--- config.mk ---
export PLATFORM = sky130hd
export DESIGN_NAME = simplified_des_block_modes_unit
export DESIGN_NICKNAME = d
export VERILOG_FILES = /design/src/rtl/core/sdesbm_pkg.sv /design/src/rtl/core/simplified_des_block_modes_unit.sv /design/src/rtl/core/sdesbm_round.sv
export SDC_FILE = /design/constraint.sdc
export NUM_CORES = 1
export LEC_CHECK = 0
export ABC_CLOCK_PERIOD_IN_PS = 6100
export BUFFER_PORTS_ARGS = -buffer_cell sky130_fd_sc_hd__buf_2
export CORE_MARGIN = 5
export CORE_UTILIZATION = 55
export CTS_BUF_LIST = sky130_fd_sc_hd__clkbuf_8
export CTS_CLUSTER_DIAMETER = 50
export DETAILED_ROUTE_END_ITERATION = 8
export PLACE_DENSITY_LB_ADDON = 0.05
export SLEW_MARGIN = 40
export SYNTH_ARGS = -nofsm -noshare
export SYNTH_HDL_FRONTEND = slang
export SYNTH_SLANG_ARGS = --single-unit
--- constraint.sdc ---
create_clock -name clk_i -period 6.1 [get_ports clk_i]
set_input_delay 0.61 -clock clk_i [delete_from_list [all_inputs] [get_ports clk_i]]
set_output_delay 0.61 -clock clk_i [all_outputs]
set_load 0.01 [all_outputs]
--- src/rtl/core/sdesbm_pkg.sv ---
`timescale 1ns / 1ps

package sdesbm_pkg;

  // fixed widths
  localparam int unsigned BlockW  = 12;
  localparam int unsigned HalfW   = 6;
  localparam int unsigned KeyW    = 9;
  localparam int unsigned RkeyW   = 8;
  localparam int unsigned RoundsW = 5;
  localparam int unsigned MaxRounds = 16;

  // register indexes
  localparam logic [1:0] REG_KEY    = 2'd0;
  localparam logic [1:0] REG_ROUNDS = 2'd1;
  localparam logic [1:0] REG_MODE   = 2'd2;
  localparam logic [1:0] REG_DEC    = 2'd3;

  // chaining modes, code three behaves as ecb
  localparam logic [1:0] MODE_ECB = 2'd0;
  localparam logic [1:0] MODE_CBC = 2'd1;
  localparam logic [1:0] MODE_CTR = 2'd2;

  // microprogram step addresses
  localparam logic [1:0] STEP_IDLE  = 2'd0;
  localparam logic [1:0] STEP_LOAD  = 2'd1;
  localparam logic [1:0] STEP_ROUND = 2'd2;
  localparam logic [1:0] STEP_FIN   = 2'd3;

  typedef enum logic [1:0] {
    COND_NEVER,
    COND_NO_INPUT,
    COND_MORE,
    COND_OUT_BUSY
  } cond_e;

  typedef struct packed {
    logic       accept;
    logic       load;
    logic       round;
    logic       fin;
    cond_e      cond;
    logic [1:0] target;
  } ucode_t;

  // s-boxes indexed by the 4-bit nibble: msb picks the row
  localparam logic [2:0] SBOX_A [16] = '{
    3'd5, 3'd2, 3'd1, 3'd6, 3'd3, 3'd4, 3'd7, 3'd0,
    3'd1, 3'd4, 3'd6, 3'd2, 3'd0, 3'd7, 3'd5, 3'd3
  };
  localparam logic [2:0] SBOX_B [16] = '{
    3'd4, 3'd0, 3'd6, 3'd5, 3'd7, 3'd1, 3'd3, 3'd2,
    3'd5, 3'd3, 3'd0, 3'd7, 3'd6, 3'd2, 3'd1, 3'd4
  };

  function automatic ucode_t ucode_rom(input logic [1:0] pc);
    ucode_t w;
    w = '0;
    unique case (pc)
      STEP_IDLE: begin
        w.accept = 1'b1;
        w.cond   = COND_NO_INPUT;
        w.target = STEP_IDLE;
      end
      STEP_LOAD: begin
        w.load   = 1'b1;
        w.cond   = COND_NEVER;
        w.target = STEP_IDLE;
      end
      STEP_ROUND: begin
        w.round  = 1'b1;
        w.cond   = COND_MORE;
        w.target = STEP_ROUND;
      end
      STEP_FIN: begin
        w.fin    = 1'b1;
        w.cond   = COND_OUT_BUSY;
        w.target = STEP_FIN;
      end
      default: w = '0;
    endcase
    return w;
  endfunction

  function automatic logic [RkeyW-1:0] expand6(input logic [HalfW-1:0] r);
    return {r[5], r[4], r[2], r[3], r[2], r[3], r[1], r[0]};
  endfunction

  // rotate left within nine bits, amount 0..8
  function automatic logic [KeyW-1:0] rotl9(input logic [KeyW-1:0] k,
                                            input logic [3:0] amt);
    logic [2*KeyW-1:0] d;
    d = {k, k} << amt;
    return d[2*KeyW-1:KeyW];
  endfunction

  function automatic logic [BlockW-1:0] swap_halves(input logic [BlockW-1:0] v);
    return {v[HalfW-1:0], v[BlockW-1:HalfW]};
  endfunction

endpackage

--- src/rtl/core/simplified_des_block_modes_unit.sv ---
`timescale 1ns / 1ps

// channel   | dir | handshake               | payload
// s_axis    | in  | s_axis_tvalid/tready    | tdata: data_block, init_value; tuser: start
// m_axis    | out | m_axis_tvalid/tready    | tdata: result_block
// cfg       | in  | cfg_valid/ready         | cfg_index, cfg_wdata
//
// one block at a time through a single shared round unit, n rounds per block,
// n = round count saturated at 16
// a taken request runs the load, round and final steps before the result is registered
// rst_ni clears config to defaults, chain to zero and parks the microprogram
// a stalled output holds the sequencer in its final step; cfg is always ready

module simplified_des_block_modes_unit (
  input  logic        clk_i,
  input  logic        rst_ni,
  input  logic        s_axis_tvalid_i,
  output logic        s_axis_tready_o,
  input  logic [23:0] s_axis_tdata_i,   // [11:0] data_block, [23:12] init_value
  input  logic        s_axis_tuser_i,   // [0] start_of_message
  output logic        m_axis_tvalid_o,
  input  logic        m_axis_tready_i,
  output logic [15:0] m_axis_tdata_o,   // [11:0] result_block, [15:12] zero
  input  logic        cfg_valid_i,
  output logic        cfg_ready_o,
  input  logic [1:0]  cfg_index_i,
  input  logic [8:0]  cfg_wdata_i
);
  import sdesbm_pkg::*;

  // configuration registers
  logic [KeyW-1:0]    key_q;
  logic [RoundsW-1:0] rounds_q;
  logic [1:0]         mode_q;
  logic               dec_q;

  // datapath
  logic [BlockW-1:0]  data_q, chain_q, v_q, v_round;
  logic [RoundsW-1:0] k_q;
  logic [BlockW-1:0]  out_q;
  logic               out_valid_q;

  // sequencer
  logic [1:0] pc_q, pc_d;
  ucode_t     uw;
  logic       take;

  assign cfg_ready_o = 1'b1;

  always_ff @(posedge clk_i or negedge rst_ni) begin
    if (!rst_ni) begin
      key_q    <= '0;
      rounds_q <= RoundsW'(1);
      mode_q   <= MODE_ECB;
      dec_q    <= 1'b0;
    end else if (cfg_valid_i) begin
      unique case (cfg_index_i)
        REG_KEY:    key_q    <= cfg_wdata_i;
        REG_ROUNDS: rounds_q <= cfg_wdata_i[RoundsW-1:0];
        REG_MODE:   mode_q   <= cfg_wdata_i[1:0];
        REG_DEC:    dec_q    <= cfg_wdata_i[0];
        default:    ;
      endcase
    end
  end

  // mode decode
  logic is_cbc, is_ctr, use_dec;
  logic [RoundsW-1:0] n_rounds;
  assign is_cbc   = (mode_q == MODE_CBC);
  assign is_ctr   = (mode_q == MODE_CTR);
  assign use_dec  = dec_q && !is_ctr;
  assign n_rounds = (rounds_q > RoundsW'(MaxRounds)) ? RoundsW'(MaxRounds) : rounds_q;

  // current control word
  assign uw   = ucode_rom(pc_q);
  assign take = uw.accept && s_axis_tvalid_i;
  assign s_axis_tready_o = uw.accept;

  logic more, out_busy, fin_go;
  assign more     = (k_q != n_rounds);
  assign out_busy = out_valid_q && !m_axis_tready_i;
  assign fin_go   = uw.fin && !out_busy;

  always_comb begin
    logic jump;
    unique case (uw.cond)
      COND_NEVER:    jump = 1'b0;
      COND_NO_INPUT: jump = !s_axis_tvalid_i;
      COND_MORE:     jump = more;
      COND_OUT_BUSY: jump = out_busy;
      default:       jump = 1'b0;
    endcase
    pc_d = jump ? uw.target : pc_q + 2'd1;
  end

  always_ff @(posedge clk_i or negedge rst_ni) begin
    if (!rst_ni) pc_q <= STEP_IDLE;
    else         pc_q <= pc_d;
  end

  // round key: encrypt walks up, decrypt walks down from n-1
  logic [RoundsW-1:0] idx_full;
  logic [3:0]         idx, rot;
  logic [KeyW-1:0]    key_rot;
  assign idx_full = use_dec ? (n_rounds - RoundsW'(1) - k_q) : k_q;
  assign idx      = idx_full[3:0];
  assign rot      = (idx >= 4'd9) ? idx - 4'd9 : idx;
  assign key_rot  = rotl9(key_q, rot);

  sdesbm_round u_round (
    .v_i    (v_q),
    .rkey_i (key_rot[KeyW-1:1]),
    .v_o    (v_round)
  );

  // block source and final combine
  logic [BlockW-1:0] src, core_out, res;
  assign src = is_ctr            ? chain_q :
               (is_cbc && !dec_q) ? (data_q ^ chain_q) : data_q;
  assign core_out = use_dec ? swap_halves(v_q) : v_q;
  assign res = (is_cbc && dec_q) ? (core_out ^ chain_q) :
               is_ctr            ? (core_out ^ data_q) : core_out;

  always_ff @(posedge clk_i or negedge rst_ni) begin
    if (!rst_ni) begin
      chain_q <= '0;
    end else if (take && s_axis_tuser_i) begin
      chain_q <= s_axis_tdata_i[23:12];
    end else if (fin_go) begin
      if (is_cbc)      chain_q <= dec_q ? data_q : res;
      else if (is_ctr) chain_q <= chain_q + BlockW'(1);
    end
  end

  // payload registers
  always_ff @(posedge clk_i) begin
    if (take) data_q <= s_axis_tdata_i[11:0];
    if (uw.load) begin
      v_q <= use_dec ? swap_halves(src) : src;
      k_q <= '0;
    end else if (uw.round && more) begin
      v_q <= v_round;
      k_q <= k_q + RoundsW'(1);
    end
    if (fin_go) out_q <= res;
  end

  // output register, frees the sequencer once the result is parked
  always_ff @(posedge clk_i or negedge rst_ni) begin
    if (!rst_ni)                         out_valid_q <= 1'b0;
    else if (fin_go)                     out_valid_q <= 1'b1;
    else if (m_axis_tready_i)            out_valid_q <= 1'b0;
  end

  assign m_axis_tvalid_o = out_valid_q;
  assign m_axis_tdata_o  = {4'd0, out_q};

endmodule

--- src/rtl/core/sdesbm_round.sv ---
`timescale 1ns / 1ps

module sdesbm_round (
  input  logic [sdesbm_pkg::BlockW-1:0] v_i,
  input  logic [sdesbm_pkg::RkeyW-1:0]  rkey_i,
  output logic [sdesbm_pkg::BlockW-1:0] v_o
);
  import sdesbm_pkg::*;

  logic [HalfW-1:0] left, right, f;
  logic [RkeyW-1:0] x;

  assign left  = v_i[BlockW-1:HalfW];
  assign right = v_i[HalfW-1:0];
  assign x     = expand6(right) ^ rkey_i;
  assign f     = {SBOX_A[x[7:4]], SBOX_B[x[3:0]]};
  assign v_o   = {right, f ^ left};

endmodule

== Yosys cells after proc, flatten, opt, wreduce, memory -nomap -nowiden ==
Memory sizes are Yosys's and may differ from the RTL's.
Cells that the tools add are included.

* Bits in registers: 73
* Bits in read-only memories: 96
* Input bits: 41
* Output and inout port bits: 19
* Word-level logic and storage cells: 97
* Memories kept: 2

{| class="wikitable"
|+ Memory list
! name !! words !! width !! read ports !! clocked after Yosys merged registers in !! write ports !! RTL line !! source
|-
| (no name shown) || 16 || 3 || 1 || 0 || 0 || sdesbm_round.sv:16 || <nowiki>assign f = {SBOX_A[x[7:4]], SBOX_B[x[3:0]]};</nowiki>
|-
| (no name shown) || 16 || 3 || 1 || 0 || 0 || sdesbm_round.sv:16 ||
|}

* Add/subtract/negate cells: 6
* $lt $le $gt $ge: 4
* Equal/unequal tests: 12
* Shift-type cells: 1
* Muxes and demuxes: 29
* Bitwise operators: 7
* Reduce and logical (&&, ||, !) cells: 25

{| class="wikitable"
|+ Operators with widths
! operator !! count
|-
| $mux 12 || 13
|-
| $xor 12x12->12 || 3
|-
| $shl 18x4->18 || 1
|-
| $pmux 4 s4 || 1
|-
| $eq 2x2->1 const B || 7
|-
| $add 12x1->12 const B || 1
|-
| $mux 3 || 4
|-
| $ge 5x5->1 const B || 2
|-
| $not 4->5 || 2
|-
| $reduce_and 2->1 || 5
|-
| $eq 2x1->1 const B || 4
|-
| $logic_and 1x1->1 || 8
|-
| $mux 4 || 2
|-
| $xor 8x8->8 || 1
|-
| $logic_not 2->1 || 3
|-
| $mux 1 || 6
|-
| $reduce_bool 2->1 || 3
|-
| $xor 6x6->6 || 1
|-
| $add 5x1->5 const B || 1
|-
| $gt 5x5->1 const B || 1
|-
| $logic_not 1->1 || 5
|-
| $mux 5 || 1
|-
| $ne 5x5->1 || 1
|-
| $ge 4x4->1 const B || 1
|-
| 7 further kinds || 7
|}

== Logic depth before layout (Yosys ltp) ==
* Depth in word-level cells: 16
* Depth in mapped cells: 24
* Mapped depth without buffers: 22

== Modules after synthesis ==
A second synthesis with hierarchy kept.

* Cells, all modules: 614
* Area total of the unflattened synthesis: 5725.5 um^2

{| class="wikitable"
|+ By module, submodules not included
! module !! instances !! cells an instance !! area an instance (um^2) !! sequential area each (um^2)
|-
| simplified_des_block_modes_unit || 1 || 567 || 5306.3 || 1983.2
|-
| sdesbm_round || 1 || 47 || 419.2 || 0.0
|}

== Worst setup path after synthesis ==
OpenSTA, ideal clock, no wires.

* Path type: flip-flop to flip-flop
* Start point: reg rounds_q[0]
* End point: reg v_q[1] (data pin)
* Library setup time: 0.190 ns
* Arrival time: 4.670 ns
* Required time: 5.910 ns
* Setup slack: 1.240 ns
* Stages on the path, launching flop included: 21
* Buffers on the path: 0
* Clock period less this slack: 4.860 ns
* Cells stage by stage: dfstp_2 -> nor2b_1 -> ha_1 -> inv_1 -> fa_1 -> nor2_1 -> a21oi_1 -> ha_1 -> nand2b_1 -> o21ai_1 -> xnor2_2 -> a311o_1 -> nor3_1 -> nor2_1 -> o31ai_1 -> xnor2_1 -> inv_1 -> ha_1 -> mux2i_1 -> mux2_2 -> a2111oi_2

* Cells in the longest elaborated chain, start to end: 16
* Elaborated cells on any way between the ends: 17
* Classes of those cells: 3 x add/sub; 2 x order compare; 1 x shift; 7 x mux; 3 x bitwise; 1 x memory

{| class="wikitable"
|+ RTL lines
! element !! RTL line !! source
|-
| start, declared || simplified_des_block_modes_unit.sv:33 || <nowiki>logic [RoundsW-1:0] rounds_q;</nowiki>
|-
| start signal, assigned || simplified_des_block_modes_unit.sv:53 || <nowiki>rounds_q <= RoundsW'(1);</nowiki>
|-
| start signal, assigned || simplified_des_block_modes_unit.sv:59 || <nowiki>REG_ROUNDS: rounds_q <= cfg_wdata_i[RoundsW-1:0];</nowiki>
|-
| $gt 5x5->1 || simplified_des_block_modes_unit.sv:73 || <nowiki>assign n_rounds = (rounds_q > RoundsW'(MaxRounds)) ? RoundsW'(MaxRounds) : rounds_q;</nowiki>
|-
| $mux 5 * || simplified_des_block_modes_unit.sv:73 ||
|-
| $sub 4x1->4 * || simplified_des_block_modes_unit.sv:106 || <nowiki>assign idx_full = use_dec ? (n_rounds - RoundsW'(1) - k_q) : k_q;</nowiki>
|-
| $sub 4x4->4 * || simplified_des_block_modes_unit.sv:106 ||
|-
| $mux 4 * || simplified_des_block_modes_unit.sv:106 ||
|-
| $sub 4x4->4 / $ge 4x4->1 (equally long branches) || simplified_des_block_modes_unit.sv:108 || <nowiki>assign rot = (idx >= 4'd9) ? idx - 4'd9 : idx;</nowiki>
|-
| $mux 4 * || simplified_des_block_modes_unit.sv:108 ||
|-
| $shl 18x4->18 * || sdesbm_pkg.sv:93 || <nowiki>d = {k, k} << amt;</nowiki>
|-
| $xor 8x8->8 * || sdesbm_round.sv:15 || <nowiki>assign x = expand6(right) ^ rkey_i;</nowiki>
|-
| $not 4->5 (not written as such) * || sdesbm_round.sv:16 ||
|-
| $mem_v2 16x3 * || n/a ||
|-
| $mux 3 (not written as such) * (2 in series) || sdesbm_round.sv:16 ||
|-
| $xor 6x6->6 * || sdesbm_round.sv:17 || <nowiki>assign v_o = {right, f ^ left};</nowiki>
|-
| $mux 12 * || simplified_des_block_modes_unit.sv:142 || <nowiki>end else if (uw.round && more) begin</nowiki>
|-
| $mux 12 * || simplified_des_block_modes_unit.sv:139 || <nowiki>if (uw.load) begin</nowiki>
|-
| end signal, assigned || simplified_des_block_modes_unit.sv:140 || <nowiki>v_q <= use_dec ? swap_halves(src) : src;</nowiki>
|-
| end signal, assigned || simplified_des_block_modes_unit.sv:143 || <nowiki>v_q <= v_round;</nowiki>
|-
| end, declared || simplified_des_block_modes_unit.sv:38 || <nowiki>logic [BlockW-1:0] data_q, chain_q, v_q, v_round;</nowiki>
|}

Mark *: on every way between the ends. The rest lies on a longest branch, timed or not. The select of a mux whose other input is x is not followed.
A chain may end at the register's enable or synchronous reset.

== Final worst setup path ==
Ends and elaborated chain as after synthesis.

==> qor.yml <==
grt:
  first_global_vias: 4936
  antenna_found_initial: 0
  grtUsageTotal: 0.241
  grt_overflow_total: 0
  grt_max_degree: 38
  grt_pass1_wl_um: 25000
timing:
  tightestPinTransition_ns: 0.781
  whs_ns: 0.192
  rsz0062_at_grt: "no"
  fin_skew_ns: 0.0126
  timing.setup.tns_ns: 0
  slew_violations: 0
  fin_crit_ns: 5.44
  slew-limit-headroom: 0.473
  worst_slack_ns: 0.664
  hold_viol_final: 0
  finalSetupViolations: 0
  post-route-period-util: 0.891
  max_freq_mhz: 184
final_layout:
  final_common_cell: "buf_2"
  antenna_cells: 0
  final_cell_mix: "53 x buf_2, 51 x nand2_1, 45 x mux2i_1, 42 x a21oi_1, 38 x o21ai_0"
  drive_above_1_share: 0.173
  fin_nets: 751
  area_growth_syn_to_layout_pct: 8.25
  fin_util: 0.602
cts:
  clock_path_buffers: 2
  htree_levels: 3
  cts_buffers: 9
  clock-sinks: 73
  clockRootBuffer: "clkbuf_8"
  path_clk_slew_ns: 0.08
  cts_tree: "yes"
  cts_hold_buf: 0
  worstSkewPairLatency_ns: 0.36
floorplan:
  chipWidth_um: 114
  die_area_sq_um: 13000
  die_h_um: 114
  initial_core_util: 0.556
  ios: 60
  rows: 38
  core_area_sq_um: 10700
drt:
  dr.pass1.iters: 5
  wl_um: 15300
  viasPerCell: 6.15
  wl_per_cell_um: 18.5
  vias: 5097
  drt_iter0_drc: 490
  drtAntennaViolNets: 0
  drc_errors: 0
run:
  maxCapViolations: 0
critical_path:
  cp-start-kind: "register"
  cp_slowest_cell: "dfstp_2"
  cpMostUsedCell: "ha_1"
  cp.required_ns: 6.27
  crit_chain: "nor2b_1 -> ha_1 -> inv_1 -> fa_1 -> nor2_1 -> a21oi_1 -> ha_1 -> nand2b_1 -> o21ai_1 -> xnor2_4 -> a311o_1 -> nor3_1 -> nor2_1 -> o31ai_1 -> xnor2_1 -> inv_1 -> ha_1 -> mux2i_1 -> mux2_2 -> a2111oi_2"
  critPathMaxFanout: 10
  end_kind: "register"
  max_stage_delay_ns: 0.52
  path_buf_inv: 2
  arrival_ns: 5.61
  cp_top_family: "compound AO/OA/AOI/OAI gates"
  path_class: "register to register"
status:
  status: "complete, no violations"
placed_design:
  gp_congestion: 0.881
  portBuffers: 54
  pre_cts_ws_ns: 0.600
  dp_hpwl_um: 11600
synthesis:
  syn-cell-area_sq_um: 5970
  yosys_warnings: 0
  ys_seq_area_frac: 0.332
  ys.flop_type: "edfxtp_1"
  async_reset_ff_frac: 0.438
  ys_ff_latch: 73
  synth_edf_count: 36
  synth_cells: 654
  synth.distinct_cells: 72
  synth_area_per_cell_sq_um: 9.13
power_and_ir_drop:
  vdd_drop_max_uv: 412
  power.leakage_uw: 0.00272
  power_uw: 4260
  power_density_nw_per_um2: 659
hold_path:
  holdCritPathClass: "input pin to async pin"
## power by group
| part | switching [uW] | total, uW | leakage (uW) | internal (uW) |
|---|---|---|---|---|
| combinational | 1720 | 2920 | 0.00186 | 1200 |
| clock | 182 | 335 | 0.000100 | 153 |
| sequential | 217 | 1010 | 0.000762 | 789 |
## area by class of cell
type	instances	area [sq um]
Timing Repair Buffer	62	333
Clock inverter	6	27.5
Inverter	26	97.6
Clock buffer	10	138
Fill cell	961	4280
Tap cell	140	175
Multi-Input combinational cell	512	3710
Sequential cell	73	1980
## metrics by stage
stage | std cells | area (sq um)
after global placement | 813 | 6280
final | 829 | 6460
after CTS | 829 | 6450
after detailed placement | 813 | 6280
after global routing | 829 | 6460
after floorplan | 657 | 5980
## flip-flops by register name, indices dropped and copies added, names as in the netlist
signal and cells:
pc_q 2, chain_q 12, out_q 12, k_q 5
rounds_q 5, data_q 12, m_axis_tvalid_o 1, key_q 9
mode_q 2, v_q 12, dec_q 1
## path summary, 6_finish.rpt
kind                                   start     endpoint  slack (ns)  cells after the start
max                              rounds_q[0]       v_q[1]        0.66                     20
min                                   rst_ni     key_q[0]        0.19                      1
max reg2reg                      rounds_q[0]       v_q[1]        0.66                     20
min reg2reg                      rounds_q[2]  rounds_q[2]        0.51                      1
max in group asynchronous             rst_ni  rounds_q[0]        5.57                      1
min in group clk_i         s_axis_tdata_i[5]    data_q[5]        0.43                      1
## what timing repair did
action,4_1_cts,5_1_grt
buffers inserted,0,0
gates resized for setup,0,2
setup endpoints to repair,0,1
hold endpoints to repair,0,0
## routing by layer
layer,global-route usage,vias up,share of wire
met3,0.0317,16,0.061
met1,0.349,2453,0.46
met4,0.0594,0,0.0095
li1,-,2440,-
met5,0,-,0
met2,0.382,188,0.47
## Yosys cell counts, types with 17 or more instances
library cell	instances	share of area
clkbuf_1	32	0.020
ha_1	25	0.052
nor2_1	37	0.023
and3_1	19	0.020
o21ai_0	38	0.032
xor2_1	20	0.029
mux2i_1	45	0.075
inv_1	26	0.016
nand2b_1	17	0.018
mux2_2	19	0.036
nand3_1	30	0.025
dfrtp_1	31	0.13
a21oi_1	42	0.035
o211ai_1	22	0.028
edfxtp_1	36	0.18
nand2_1	51	0.032
## kinds of logic after synthesis
group / after synthesis / synth area share
other: 2 / 0.00126
AOI/OAI and AO/OA: 177 / 0.199
buffers and inverters: 72 / 0.0520
and+or+nand+nor: 195 / 0.163
adders and majority gates: 26 / 0.0557
xor gates and xnor gates: 42 / 0.0773
muxes: 67 / 0.120
DFF: 73 / 0.332
Power figures use the tool's default switching activity.
